<file path="src/rtl/mlm_pkg.sv">
// Package with the opcodes, status codes and shared types of the mutex lock manager.
package mlm_pkg;
   localparam logic [1:0] OP_OPEN = 2'd0;
   localparam logic [1:0] OP_ACQUIRE = 2'd1;
   localparam logic [1:0] OP_RELEASE = 2'd2;
   localparam logic [1:0] OP_RELEASE_ALL = 2'd3;

   localparam logic [3:0] ST_FOUND = 4'd0;
   localparam logic [3:0] ST_CREATED = 4'd1;
   localparam logic [3:0] ST_FULL = 4'd2;
   localparam logic [3:0] ST_GRANTED = 4'd3;
   localparam logic [3:0] ST_QUEUED = 4'd4;
   localparam logic [3:0] ST_HANDOFF = 4'd5;
   localparam logic [3:0] ST_UNLOCKED = 4'd6;
   localparam logic [3:0] ST_NOTOWNER = 4'd7;
   localparam logic [3:0] ST_NONE = 4'd8;

   localparam int MAX_RESULTS = 16;

   typedef struct packed {
      logic [1:0]  op;
      logic [31:0] lock_key;
      logic [3:0]  lock_index;
      logic [5:0]  task_id;
   } cmd_type;

   typedef struct packed {
      logic [3:0] status;
      logic [3:0] slot;
      logic [5:0] woken_task;
      logic       woke;
      logic       last;
   } rsp_type;
endpackage

</file>
<file path="src/rtl/mlm_cmd_queue.sv">
// Short command queue between the request front and the lock engine.
module mlm_cmd_queue (
   input  logic             clock,
   input  logic             reset,
   input  logic             push,
   input  mlm_pkg::cmd_type push_data,
   output logic             full,
   input  logic             pop,
   output mlm_pkg::cmd_type pop_data,
   output logic             empty
);
   mlm_pkg::cmd_type mem_ff [2];
   logic       wr_ff, wr_in, rd_ff, rd_in;
   logic [1:0] cnt_ff, cnt_in;
   logic       do_push, do_pop;

   assign do_push = push && !full;
   assign do_pop = pop && !empty;
   assign full = cnt_ff == 2'd2;
   assign empty = cnt_ff == 2'd0;
   assign pop_data = mem_ff[rd_ff];

   always_comb begin
      wr_in = wr_ff ^ do_push;
      rd_in = rd_ff ^ do_pop;
      cnt_in = cnt_ff + {1'b0, do_push} - {1'b0, do_pop};
   end

   always_ff @(posedge clock) begin
      if (reset) begin
         wr_ff <= 1'b0;
         rd_ff <= 1'b0;
         cnt_ff <= 2'd0;
      end else begin
         wr_ff <= wr_in;
         rd_ff <= rd_in;
         cnt_ff <= cnt_in;
      end
      if (do_push) begin
         mem_ff[wr_ff] <= push_data;
      end
   end
endmodule

</file>
<file path="src/rtl/mlm_engine.sv">
// Lock engine: holds the mutex table and carries out one command at a time.
module mlm_engine #(
   parameter int LOCK_COUNT = 16,
   parameter int TASK_COUNT = 64
) (
   input  logic             clock,
   input  logic             reset,
   input  logic             cmd_valid,
   input  mlm_pkg::cmd_type cmd,
   output logic             cmd_take,
   output logic             rsp_valid,
   output mlm_pkg::rsp_type rsp,
   input  logic             rsp_take
);
   localparam int SW = (LOCK_COUNT > 1) ? $clog2(LOCK_COUNT) : 1;
   localparam int TW = $clog2(TASK_COUNT);
   localparam int CW = $clog2(LOCK_COUNT + 1);

   localparam logic [2:0] S_IDLE = 3'd0;
   localparam logic [2:0] S_SCAN = 3'd1;
   localparam logic [2:0] S_EXEC = 3'd2;
   localparam logic [2:0] S_WAIT = 3'd3;
   localparam logic [2:0] S_NEXT = 3'd4;

   logic [31:0] key_ff [LOCK_COUNT];
   logic [LOCK_COUNT-1:0] used_ff, locked_ff, nonempty_ff;
   logic [5:0] owner_ff [LOCK_COUNT];
   logic [5:0] head_ff [LOCK_COUNT];
   logic [5:0] tail_ff [LOCK_COUNT];
   logic [5:0] next_mem [TASK_COUNT];
   logic [5:0] next_rd_ff;

   logic [2:0] state_ff, state_in;
   mlm_pkg::cmd_type cmd_ff;
   logic [CW-1:0] idx_ff, idx_in;
   logic [4:0] n_ff, n_in;
   logic found_ff, found_in, free_ff, free_in;
   logic [SW-1:0] fslot_ff, fslot_in, freeslot_ff, freeslot_in;
   mlm_pkg::rsp_type out_ff, out_in;
   mlm_pkg::rsp_type hold_ff, hold_in;
   logic out_valid_ff, out_valid_in;

   logic [SW-1:0] cur;
   logic [SW-1:0] cs;
   logic in_range, task_ok, hit;
   logic [TW-1:0] cmd_task, tail_task, head_task, rd_task;

   assign cur = idx_ff[SW-1:0];
   assign cs = cmd_ff.lock_index[SW-1:0];
   assign in_range = {28'd0, cmd_ff.lock_index} < 32'(LOCK_COUNT);
   assign task_ok = {26'd0, cmd_ff.task_id} < 32'(TASK_COUNT);
   assign cmd_task = cmd_ff.task_id[TW-1:0];
   assign tail_task = tail_ff[cs][TW-1:0];
   assign head_task = head_ff[cur][TW-1:0];
   assign rd_task = (state_ff == S_IDLE) ? head_ff[cmd.lock_index[SW-1:0]][TW-1:0]
      : (cmd_ff.op == mlm_pkg::OP_RELEASE) ? head_ff[cs][TW-1:0] : head_task;
   assign hit = locked_ff[cur] && owner_ff[cur] == cmd_ff.task_id;
   assign cmd_take = state_ff == S_IDLE && cmd_valid;
   assign rsp_valid = out_valid_ff;
   assign rsp = out_ff;

   always_comb begin
      state_in = state_ff;
      idx_in = idx_ff;
      n_in = n_ff;
      found_in = found_ff;
      free_in = free_ff;
      fslot_in = fslot_ff;
      freeslot_in = freeslot_ff;
      out_in = out_ff;
      hold_in = hold_ff;
      out_valid_in = out_valid_ff && !rsp_take;
      unique case (state_ff)
         S_IDLE: begin
            if (cmd_valid) begin
               idx_in = '0;
               n_in = '0;
               found_in = 1'b0;
               free_in = 1'b0;
               state_in = (cmd.op == mlm_pkg::OP_OPEN || cmd.op == mlm_pkg::OP_RELEASE_ALL)
                  ? S_SCAN : S_EXEC;
            end
         end
         S_SCAN: begin
            if (cmd_ff.op == mlm_pkg::OP_OPEN) begin
               if (!found_ff && used_ff[cur] && key_ff[cur] == cmd_ff.lock_key) begin
                  found_in = 1'b1;
                  fslot_in = cur;
               end
               if (!free_ff && !used_ff[cur]) begin
                  free_in = 1'b1;
                  freeslot_in = cur;
               end
               if (idx_ff == CW'(LOCK_COUNT - 1)) begin
                  state_in = S_EXEC;
               end else begin
                  idx_in = idx_ff + 1'b1;
               end
            end else begin
               if (idx_ff == CW'(LOCK_COUNT) || n_ff == 5'(mlm_pkg::MAX_RESULTS)) begin
                  state_in = S_EXEC;
               end else if (hit) begin
                  state_in = S_EXEC;
               end else begin
                  idx_in = idx_ff + 1'b1;
               end
            end
         end
         S_EXEC: begin
            if (!out_valid_ff || rsp_take) begin
               out_valid_in = 1'b1;
               out_in = '0;
               out_in.last = 1'b1;
               out_in.slot = cmd_ff.lock_index;
               state_in = S_WAIT;
               case (cmd_ff.op)
                  mlm_pkg::OP_OPEN: begin
                     if (found_ff) begin
                        out_in.status = mlm_pkg::ST_FOUND;
                        out_in.slot = 4'(fslot_ff);
                     end else if (free_ff) begin
                        out_in.status = mlm_pkg::ST_CREATED;
                        out_in.slot = 4'(freeslot_ff);
                     end else begin
                        out_in.status = mlm_pkg::ST_FULL;
                        out_in.slot = '0;
                     end
                  end
                  mlm_pkg::OP_ACQUIRE: begin
                     if (!in_range || !task_ok) begin
                        out_in.status = mlm_pkg::ST_NOTOWNER;
                     end else if (!locked_ff[cs]) begin
                        out_in.status = mlm_pkg::ST_GRANTED;
                     end else begin
                        out_in.status = mlm_pkg::ST_QUEUED;
                     end
                  end
                  mlm_pkg::OP_RELEASE: begin
                     if (!in_range || !locked_ff[cs] || owner_ff[cs] != cmd_ff.task_id) begin
                        out_in.status = mlm_pkg::ST_NOTOWNER;
                     end else if (nonempty_ff[cs]) begin
                        out_in.status = mlm_pkg::ST_HANDOFF;
                        out_in.woken_task = head_ff[cs];
                        out_in.woke = 1'b1;
                     end else begin
                        out_in.status = mlm_pkg::ST_UNLOCKED;
                     end
                  end
                  default: begin
                     if (idx_ff == CW'(LOCK_COUNT) || n_ff == 5'(mlm_pkg::MAX_RESULTS)) begin
                        if (n_ff == '0) begin
                           out_in.status = mlm_pkg::ST_NONE;
                           out_in.slot = '0;
                        end else begin
                           out_in = hold_ff;
                           out_in.last = 1'b1;
                        end
                        state_in = S_WAIT;
                     end else begin
                        hold_in = '0;
                        hold_in.slot = 4'(cur);
                        if (nonempty_ff[cur]) begin
                           hold_in.status = mlm_pkg::ST_HANDOFF;
                           hold_in.woken_task = head_ff[cur];
                           hold_in.woke = 1'b1;
                        end else begin
                           hold_in.status = mlm_pkg::ST_UNLOCKED;
                        end
                        if (n_ff == '0) begin
                           out_valid_in = out_valid_ff && !rsp_take;
                        end else begin
                           out_in = hold_ff;
                        end
                        n_in = n_ff + 1'b1;
                        idx_in = idx_ff + 1'b1;
                        state_in = S_NEXT;
                     end
                  end
               endcase
            end
         end
         S_NEXT: begin
            state_in = S_SCAN;
         end
         S_WAIT: begin
            if (!out_valid_ff || rsp_take) begin
               state_in = S_IDLE;
            end
         end
         default: begin
            state_in = S_IDLE;
         end
      endcase
   end

   always_ff @(posedge clock) begin
      if (reset) begin
         state_ff <= S_IDLE;
         used_ff <= '0;
         locked_ff <= '0;
         nonempty_ff <= '0;
         out_valid_ff <= 1'b0;
      end else begin
         state_ff <= state_in;
         out_valid_ff <= out_valid_in;
         if (state_ff == S_EXEC && (!out_valid_ff || rsp_take)) begin
            unique case (cmd_ff.op)
               mlm_pkg::OP_OPEN: begin
                  if (!found_ff && free_ff) begin
                     used_ff[freeslot_ff] <= 1'b1;
                     key_ff[freeslot_ff] <= cmd_ff.lock_key;
                  end
               end
               mlm_pkg::OP_ACQUIRE: begin
                  if (in_range && task_ok) begin
                     if (!locked_ff[cs]) begin
                        locked_ff[cs] <= 1'b1;
                        owner_ff[cs] <= cmd_ff.task_id;
                     end else begin
                        if (nonempty_ff[cs]) begin
                           next_mem[tail_task] <= cmd_ff.task_id;
                        end else begin
                           head_ff[cs] <= cmd_ff.task_id;
                           nonempty_ff[cs] <= 1'b1;
                        end
                        tail_ff[cs] <= cmd_ff.task_id;
                     end
                  end
               end
               mlm_pkg::OP_RELEASE: begin
                  if (in_range && locked_ff[cs] && owner_ff[cs] == cmd_ff.task_id) begin
                     if (nonempty_ff[cs]) begin
                        owner_ff[cs] <= head_ff[cs];
                        if (head_ff[cs] == tail_ff[cs]) begin
                           nonempty_ff[cs] <= 1'b0;
                        end else begin
                           head_ff[cs] <= next_rd_ff;
                        end
                     end else begin
                        locked_ff[cs] <= 1'b0;
                     end
                  end
               end
               default: begin
                  if (state_in == S_NEXT) begin
                     if (nonempty_ff[cur]) begin
                        owner_ff[cur] <= head_ff[cur];
                        if (head_ff[cur] == tail_ff[cur]) begin
                           nonempty_ff[cur] <= 1'b0;
                        end else begin
                           head_ff[cur] <= next_rd_ff;
                        end
                     end else begin
                        locked_ff[cur] <= 1'b0;
                     end
                  end
               end
            endcase
         end
      end
      if (state_ff == S_IDLE && cmd_valid) begin
         cmd_ff <= cmd;
      end
      idx_ff <= idx_in;
      n_ff <= n_in;
      found_ff <= found_in;
      free_ff <= free_in;
      fslot_ff <= fslot_in;
      freeslot_ff <= freeslot_in;
      out_ff <= out_in;
      hold_ff <= hold_in;
      next_rd_ff <= next_mem[rd_task];
   end
endmodule

</file>
<file path="src/rtl/mlm_rsp_queue.sv">
// Result queue that holds result beats until the consumer pops them.
module mlm_rsp_queue (
   input  logic             clock,
   input  logic             reset,
   input  logic             push,
   input  mlm_pkg::rsp_type push_data,
   output logic             full,
   input  logic             pop,
   output mlm_pkg::rsp_type pop_data,
   output logic             empty
);
   mlm_pkg::rsp_type mem_ff [2];
   logic       wr_ff, rd_ff;
   logic [1:0] cnt_ff;
   logic       do_push, do_pop;

   assign do_push = push && !full;
   assign do_pop = pop && !empty;
   assign full = cnt_ff == 2'd2;
   assign empty = cnt_ff == 2'd0;
   assign pop_data = mem_ff[rd_ff];

   always_ff @(posedge clock) begin
      if (reset) begin
         wr_ff <= 1'b0;
         rd_ff <= 1'b0;
         cnt_ff <= 2'd0;
      end else begin
         wr_ff <= wr_ff ^ do_push;
         rd_ff <= rd_ff ^ do_pop;
         cnt_ff <= cnt_ff + {1'b0, do_push} - {1'b0, do_pop};
      end
      if (do_push) begin
         mem_ff[wr_ff] <= push_data;
      end
   end
endmodule

</file>
<file path="src/rtl/mutex_lock_manager_top.sv">
// Top level of the mutex lock manager: command queue, lock engine and result queue.
// Requests enter a two-beat command queue and are carried out one at a time by the lock
// engine. Open walks the whole lock table, one slot a cycle. Release-all walks the table
// too. Results wait in a two-beat result queue; the last beat of each request carries last.
module mutex_lock_manager_top #(
   parameter int LOCK_COUNT = 16,
   parameter int TASK_COUNT = 64
) (
   input  logic        clock,
   input  logic        reset,
   input  logic        push,
   output logic        full,
   input  logic [1:0]  req_op,
   input  logic [31:0] req_lock_key,
   input  logic [3:0]  req_lock_index,
   input  logic [5:0]  req_task_id,
   output logic        empty,
   input  logic        pop,
   output logic [3:0]  rsp_status,
   output logic [3:0]  rsp_slot,
   output logic [5:0]  rsp_woken_task,
   output logic        rsp_woke,
   output logic        rsp_last
);
   mlm_pkg::cmd_type in_cmd, q_cmd;
   mlm_pkg::rsp_type e_rsp, o_rsp;
   logic q_empty, take, e_valid, r_full;

   assign in_cmd = '{op: req_op, lock_key: req_lock_key, lock_index: req_lock_index,
      task_id: req_task_id};

   mlm_cmd_queue u_cmd (
      .clock, .reset, .push, .push_data(in_cmd), .full,
      .pop(take), .pop_data(q_cmd), .empty(q_empty)
   );

   mlm_engine #(.LOCK_COUNT(LOCK_COUNT), .TASK_COUNT(TASK_COUNT)) u_engine (
      .clock, .reset, .cmd_valid(!q_empty), .cmd(q_cmd), .cmd_take(take),
      .rsp_valid(e_valid), .rsp(e_rsp), .rsp_take(!r_full && e_valid)
   );

   mlm_rsp_queue u_rsp (
      .clock, .reset, .push(e_valid), .push_data(e_rsp), .full(r_full),
      .pop, .pop_data(o_rsp), .empty
   );

   assign rsp_status = o_rsp.status;
   assign rsp_slot = o_rsp.slot;
   assign rsp_woken_task = o_rsp.woken_task;
   assign rsp_woke = o_rsp.woke;
   assign rsp_last = o_rsp.last;
endmodule

</file>
<file path="config.mk">
export PLATFORM = sky130hd
export DESIGN_NAME = mutex_lock_manager_top
export DESIGN_NICKNAME = d
export VERILOG_FILES = /design/src/rtl/mlm_pkg.sv /design/src/rtl/mlm_cmd_queue.sv /design/src/rtl/mlm_engine.sv /design/src/rtl/mlm_rsp_queue.sv /design/src/rtl/mutex_lock_manager_top.sv
export SDC_FILE = /design/constraint.sdc
export NUM_CORES = 2
export LEC_CHECK = 0
export BUFFER_PORTS_ARGS = -buffer_cell sky130_fd_sc_hd__buf_2
export CAP_MARGIN = 20
export CORE_MARGIN = 2
export CORE_UTILIZATION = 55
export DETAILED_ROUTE_END_ITERATION = 10
export HOLD_SLACK_MARGIN = 0.05
export PLACE_DENSITY_LB_ADDON = 0.05
export REMOVE_ABC_BUFFERS = 1
export SLEW_MARGIN = 5
export SYNTH_ARGS = -nofsm -noshare
export SYNTH_HDL_FRONTEND = slang
export SYNTH_SLANG_ARGS = --single-unit
</file>
<file path="constraint.sdc">
create_clock -name clock -period 4.85 [get_ports clock]
set_clock_uncertainty 0.15 [all_clocks]
set_input_delay 0.97 -clock clock [delete_from_list [all_inputs] [get_ports clock]]
set_output_delay 0.97 -clock clock [all_outputs]
set_load 0.005 [all_outputs]
</file>
Word level (Yosys, flattened, before mapping). Memories as Yosys holds them, arrays and structs flattened. A register that Yosys moved wholly into a read port is not among the register bits. Cells that the tools add are included.

Bits in registers: 155. Bits in latches: 0. Bits in writable memories: 1304. Bits in read-only memories: 0. Input port bits: 48. Output and inout port bits: 18. Logic and storage cells: 320. Memories: 7.

$add $sub $neg: 6. $mul: 0. Divide/modulo/power cells: 0. Magnitude comparators: 6. Eq/ne operators: 37. Shift operators: 0. Muxes and demuxes: 158. Bitwise gates (word level): 18. Reductions and logical operators: 58.

Memory list: u_engine.key_ff (words 16, width 32, rd ports 1, clocked after Yosys merged registers in 1, write ports 1, line mlm_engine.sv:25) `logic [31:0] key_ff [LOCK_COUNT];`; u_engine.next_mem (words 64, width 6, rd ports 1, clocked after Yosys merged registers in 1, write ports 1, line mlm_engine.sv:30) `logic [5:0] next_mem [TASK_COUNT];`; u_engine.head_ff (words 16, width 6, rd ports 3, clocked after Yosys merged registers in 2, write ports 1, line mlm_engine.sv:28) `logic [5:0] head_ff [LOCK_COUNT];`; u_engine.owner_ff (words 16, width 6, rd ports 2, clocked after Yosys merged registers in 2, write ports 1, line mlm_engine.sv:27) `logic [5:0] owner_ff [LOCK_COUNT];`; u_engine.tail_ff (words 16, width 6, rd ports 2, clocked after Yosys merged registers in 2, write ports 1, line mlm_engine.sv:29) `logic [5:0] tail_ff [LOCK_COUNT];`; u_cmd.mem_ff (words 2, width 44, rd ports 1, clocked after Yosys merged registers in 1, write ports 1, line mlm_cmd_queue.sv:12) `mlm_pkg::cmd_type mem_ff [2];`; +1 memories.

Operator list (number): 2-to-1 mux 16 bit (15); one-hot mux 16 bit (3 select lines) (2); 2-to-1 mux 1 bit (79); bitwise AND 16 bit (4); 2-to-1 mux 5 bit (11); 2-to-1 mux 6 bit (8); OR 16 bit (3); 2-to-1 mux 4 bit (9); == test 32 bit (1); inverter 16 bit (2); 2-to-1 mux 3 bit (10); == test 6 bit (4); binary-select mux 1 bit (select 4 bit) (5); inequality test 2 bit, second input constant (9); logical AND 1 bit (16); 2-to-1 mux 8 bit (2); less-than comparator 4 x 5 -> 1 bit, second input constant (3); one-hot mux 3 bit (5 select lines) (1); one-hot mux 5 bit (3 select lines) (1); 2-to-1 mux 7 bit (2); one-hot mux 7 bit (2 select lines) (1); demux 1 bit (select 4 bit) (3); >= comparator 4 x 1 -> 1 bit, second input constant (3); one-hot mux 4 bit (3 select lines) (1); other kinds (38) (88).

Depth between registers and ports, before layout.
Depth in word-level cells: 15. Depth in mapped cells: 17. Mapped depth without buffers: 12.

By module. From an unflattened synthesis, not the netlist that was laid out.

Cells, all modules: 3424. Area total of the unflattened synthesis: 61789.3 um2.

Modules (own cells, without submodules): mlm_engine (times used 1, cells an instance 3189, area each 56889.6 um2, seq. area each 39638.0 um2); mlm_cmd_queue (times used 1, cells an instance 160, area each 3439.5 um2, seq. area each 2722.6 um2); mlm_rsp_queue (times used 1, cells an instance 73, area each 1442.6 um2, seq. area each 1041.0 um2); mutex_lock_manager_top (times used 1, cells an instance 2, area each 17.5 um2, seq. area each 0.0 um2).

Worst setup path before layout. OpenSTA, ideal clock, no wires.

Path type: reg2reg. Start: register with a tool-made name. End: register u_engine.found_ff, enable pin. Setup time: 0.293 ns. Data arrival time: 3.708 ns. Required time: 4.407 ns. Slack: 0.700 ns. Stages on the path, launching flop included: 15. Buffers on the path: 6. Clock period less this slack: 4.150 ns. Cells stage by stage: dfxtp_1 clkbuf_1 buf_2 buf_2 buf_2 clkbuf_1 buf_2 mux4_2 a211oi_1 a21oi_1 xor2_1 nor4_1 nand4_1 nor4_1 or2_1.

RTL lines: end signal: assignment (line mlm_engine.sv:266) `found_ff <= found_in;`; end: declaration (line mlm_engine.sv:37) `logic found_ff, found_in, free_ff, free_in;`.

==> run summary <==
Ys Warns -> 0
DRT antenna net count -> 0
Post-CTS Hold Fix Bufs -> 0
Critical Path AT -> 4.97 ns
FFs w/ async S/R, synth -> 0%
DRC errors left -> 0
Power per Cell Area -> 629.6 nW/um2
Layout cell share with drive strength beyond 1 -> 24.36%
Most frequent cells in the layout -> 1,396 x edfxtp_1, 352 x mux4_2, 260 x mux2i_1, 188 x nor2_1, 180 x nand2_1
CTS Sinks -> 1,470
Root Driver -> clkbuf_16
PostCTS Resize Cnt -> 0
Most common cell after layout, fill and taps aside -> edfxtp_1
Fin crit period -> 4.631 ns
Gr ovfl total -> 0
Post-synthesis cell count -> 3,397
Worst vdd ir -> 0.4833 mV
Fmax -> 0.2160 GHz
Comb power frac -> 35.7%
Avg Inst Size Synth -> 18.19 um2
EDFF count, synth -> 1,396
Sw Ratio -> 34.98%
Vias/cell -> 6.477
Cells on worst reg2reg path -> 10
Status -> finished clean
Synth Register Bits -> 1,470
Mapped Area -> 61,790 um2
TritonRoute pass-1 iters -> 9
Num rows -> 122
Critical Path RT -> 5.19 ns
Worst slew pin tran -> 1.046 ns
Largest net degree at the start of global routing -> 83
P_leak -> 22.44 nW
Die Height -> 339.2 um
DRT Wirelength -> 156,400 um
Slew HR -> 30.29%
DR vias -> 33,578
Reg power frac -> 39.1%
Synthesis-to-finish area growth -> 12.16%
Die area -> 115,000 um2
WS Path Type -> flip-flop to flip-flop
Fill cell count -> 7,800
RSZ-0062 raised after global routing -> false
Post-CTS setup buffer count -> 0
CTS tree -> built
Top FF cell, synth -> edfxtp_1
Cell Int Power -> 28.37 mW
Max-slew violations -> 0
I/O Buffers -> 65
Final Wtd Congestion -> 0.9339
Endpoint class of the critical path -> flip-flop
Reg-to-reg slack, setup -> 0.22 ns
CTS buffer count -> 151
Vias in the first global route -> 33,781
CTS clk-pin slew, worst paths -> 0.06 ns
Hold Crit Class -> input port to flip-flop
Setup violations, final -> 0
Critical Path Source Type -> flip-flop
All-Layer GR Usage -> 27.29%
DPL Wire Length -> 97,880 um
Number of I/O pins -> 66
Tcrit/Tclk final -> 95.48%
Sw Pwr -> 15.26 mW
Max cap viols -> 0
Yosys cell types -> 70
Starting Density -> 55.68%
Worst hold start -> req_lock_key[25]
Final Power -> 43.63 mW
Hold Vio Cnt, Final -> 0
Die Span X -> 339.2 um
Detailed Route Iter0 Violations -> 4,100
Clock power frac -> 25.2%
Core Area -> 111,000 um2
Worst-Skew Late Latency -> 0.77 ns
Initial antenna violation count -> 6
Final Util -> 62.45%
WL/cell -> 30.18 um
H-tree depth reported by CTS -> 4
Global-route wire length before repair -> 228,400 um
R2R Path End -> u_engine.found_ff
Nets -> 3,644
Worst setup path end -> u_engine.found_ff
Longest Clk Path Bufs -> 3
Seq/Total Area, Yosys -> 70.25%
CP Max Fanout -> 33
## critical path, cell delays in order (launching register included)
cell	delay, ns
dfxtp_4	0.37
buf_12	0.26
buf_4	0.51
mux4_2	0.57
mux4_2	0.49
xor2_1	0.17
nor4_1	0.67
nand4_1	0.35
nor4_1	0.39
buf_4	0.23
or2_1	0.11
## worst min path at each step
stage | end | slack, ns | cells after the start
global route | u_cmd.mem_ff[0][38] | 0.22 | 1
CTS | u_cmd.mem_ff[0][35] | 0.19 | 1
finish | u_cmd.mem_ff[0][35] | 0.24 | 1
detailed placement | u_rsp.mem_ff[0][15] | 0.29 | 0
floorplan | u_rsp.mem_ff[0][0] | 0.27 | 0
global placement | u_rsp.mem_ff[0][12] | 0.28 | 0
## synthesized netlist by cell type (24+ instances only)
master / number / area [um2]
inv_1: 48 / 180.2
edfxtp_1: 1396 / 41920
a222oi_1: 48 / 480.5
mux2_2: 60 / 675.7
dfxtp_1: 74 / 1481
nor2b_1: 24 / 150.1
nand3_1: 28 / 140.1
buf_4: 30 / 225.2
clkbuf_1: 67 / 251.5
xor2_1: 42 / 367.9
buf_2: 55 / 275.3
o21ai_0: 31 / 155.2
mux4_2: 352 / 7928
a21oi_1: 113 / 565.5
nand2_1: 180 / 675.7
nor3_1: 36 / 180.2
mux2i_1: 261 / 2613
xnor2_1: 36 / 315.3
nor2_1: 206 / 773.2
## logic make-up (layout without fill, tap and decap cells)
kind of cell,after synthesis,after routing,synth area share (%)
flip-flops,1470,1470,70.25
multiplexers,685,685,18.40
AND/OR/NAND/NOR,591,591,4.409
AO/OA/AOI/OAI,312,312,3.485
buffers and inverters,242,540,1.972
XOR/XNOR,78,78,1.106
adder cells (fa/ha/maj),19,19,0.3848
other,0,1,0
## metal layers
metal  up-vias  global-route usage [%]  wire [um]
li1      14140                       -          -
met1     17514                   38.49      63580
met2      1622                   43.33      74950
met3       296                   4.990      12820
met4         6                   9.481       5050
met5         -                       0         44
## sequential cells by signal, indices dropped and copies added (netlist names), 32 cells and up, named ones only
signal,count
u_engine.key_ff,512
u_engine.next_mem,384
u_engine.head_ff,96
u_engine.owner_ff,96
u_engine.tail_ff,96
u_cmd.mem_ff,88
u_engine.cmd_ff,34
u_rsp.mem_ff,32
## power by group through the flow
stage / clock [mW] / combinational (mW) / sequential [mW]
after floorplan: 0 / 8.24 / 17.9
after global placement: 0 / 15.3 / 17.2
after detailed placement: 0 / 15.4 / 17.3
after CTS: 11.2 / 15.5 / 17.1
after global routing: 11.7 / 16.5 / 17.2
final: 11.0 / 15.6 / 17.1
## area by class of cell
type | count | area, um2 | share of cell area [%]
clock buffers | 185 | 3979 | 5.742
inverters | 51 | 191.4 | 0.2762
diodes | 1 | 2.502 | 0.003611
multi-input cells | 1685 | 17350 | 25.03
clock inverters | 86 | 718.2 | 1.036
repair buffers | 218 | 1774 | 2.560
well taps | 1488 | 1862 | 2.687
flip-flops and latches | 1470 | 43420 | 62.66
## metrics by stage
step | cell area, um2 | worst slack [ns] | setup TNS, ns | instances | hold WS (ns)
after floorplan | 60760 | -13.12 | -2414.67 | 3206 | 0.2715
after global placement | 64520 | 0.05202 | 0 | 4903 | 0.2776
after detailed placement | 64540 | 0.1062 | 0 | 4907 | 0.2853
after CTS | 69240 | 0.1006 | 0 | 5178 | 0.1923
after global routing | 69300 | 0.008352 | 0 | 5183 | 0.2204
final | 69300 | 0.2194 | 0 | 5184 | 0.2430
Power figures use the tool's default switching activity.
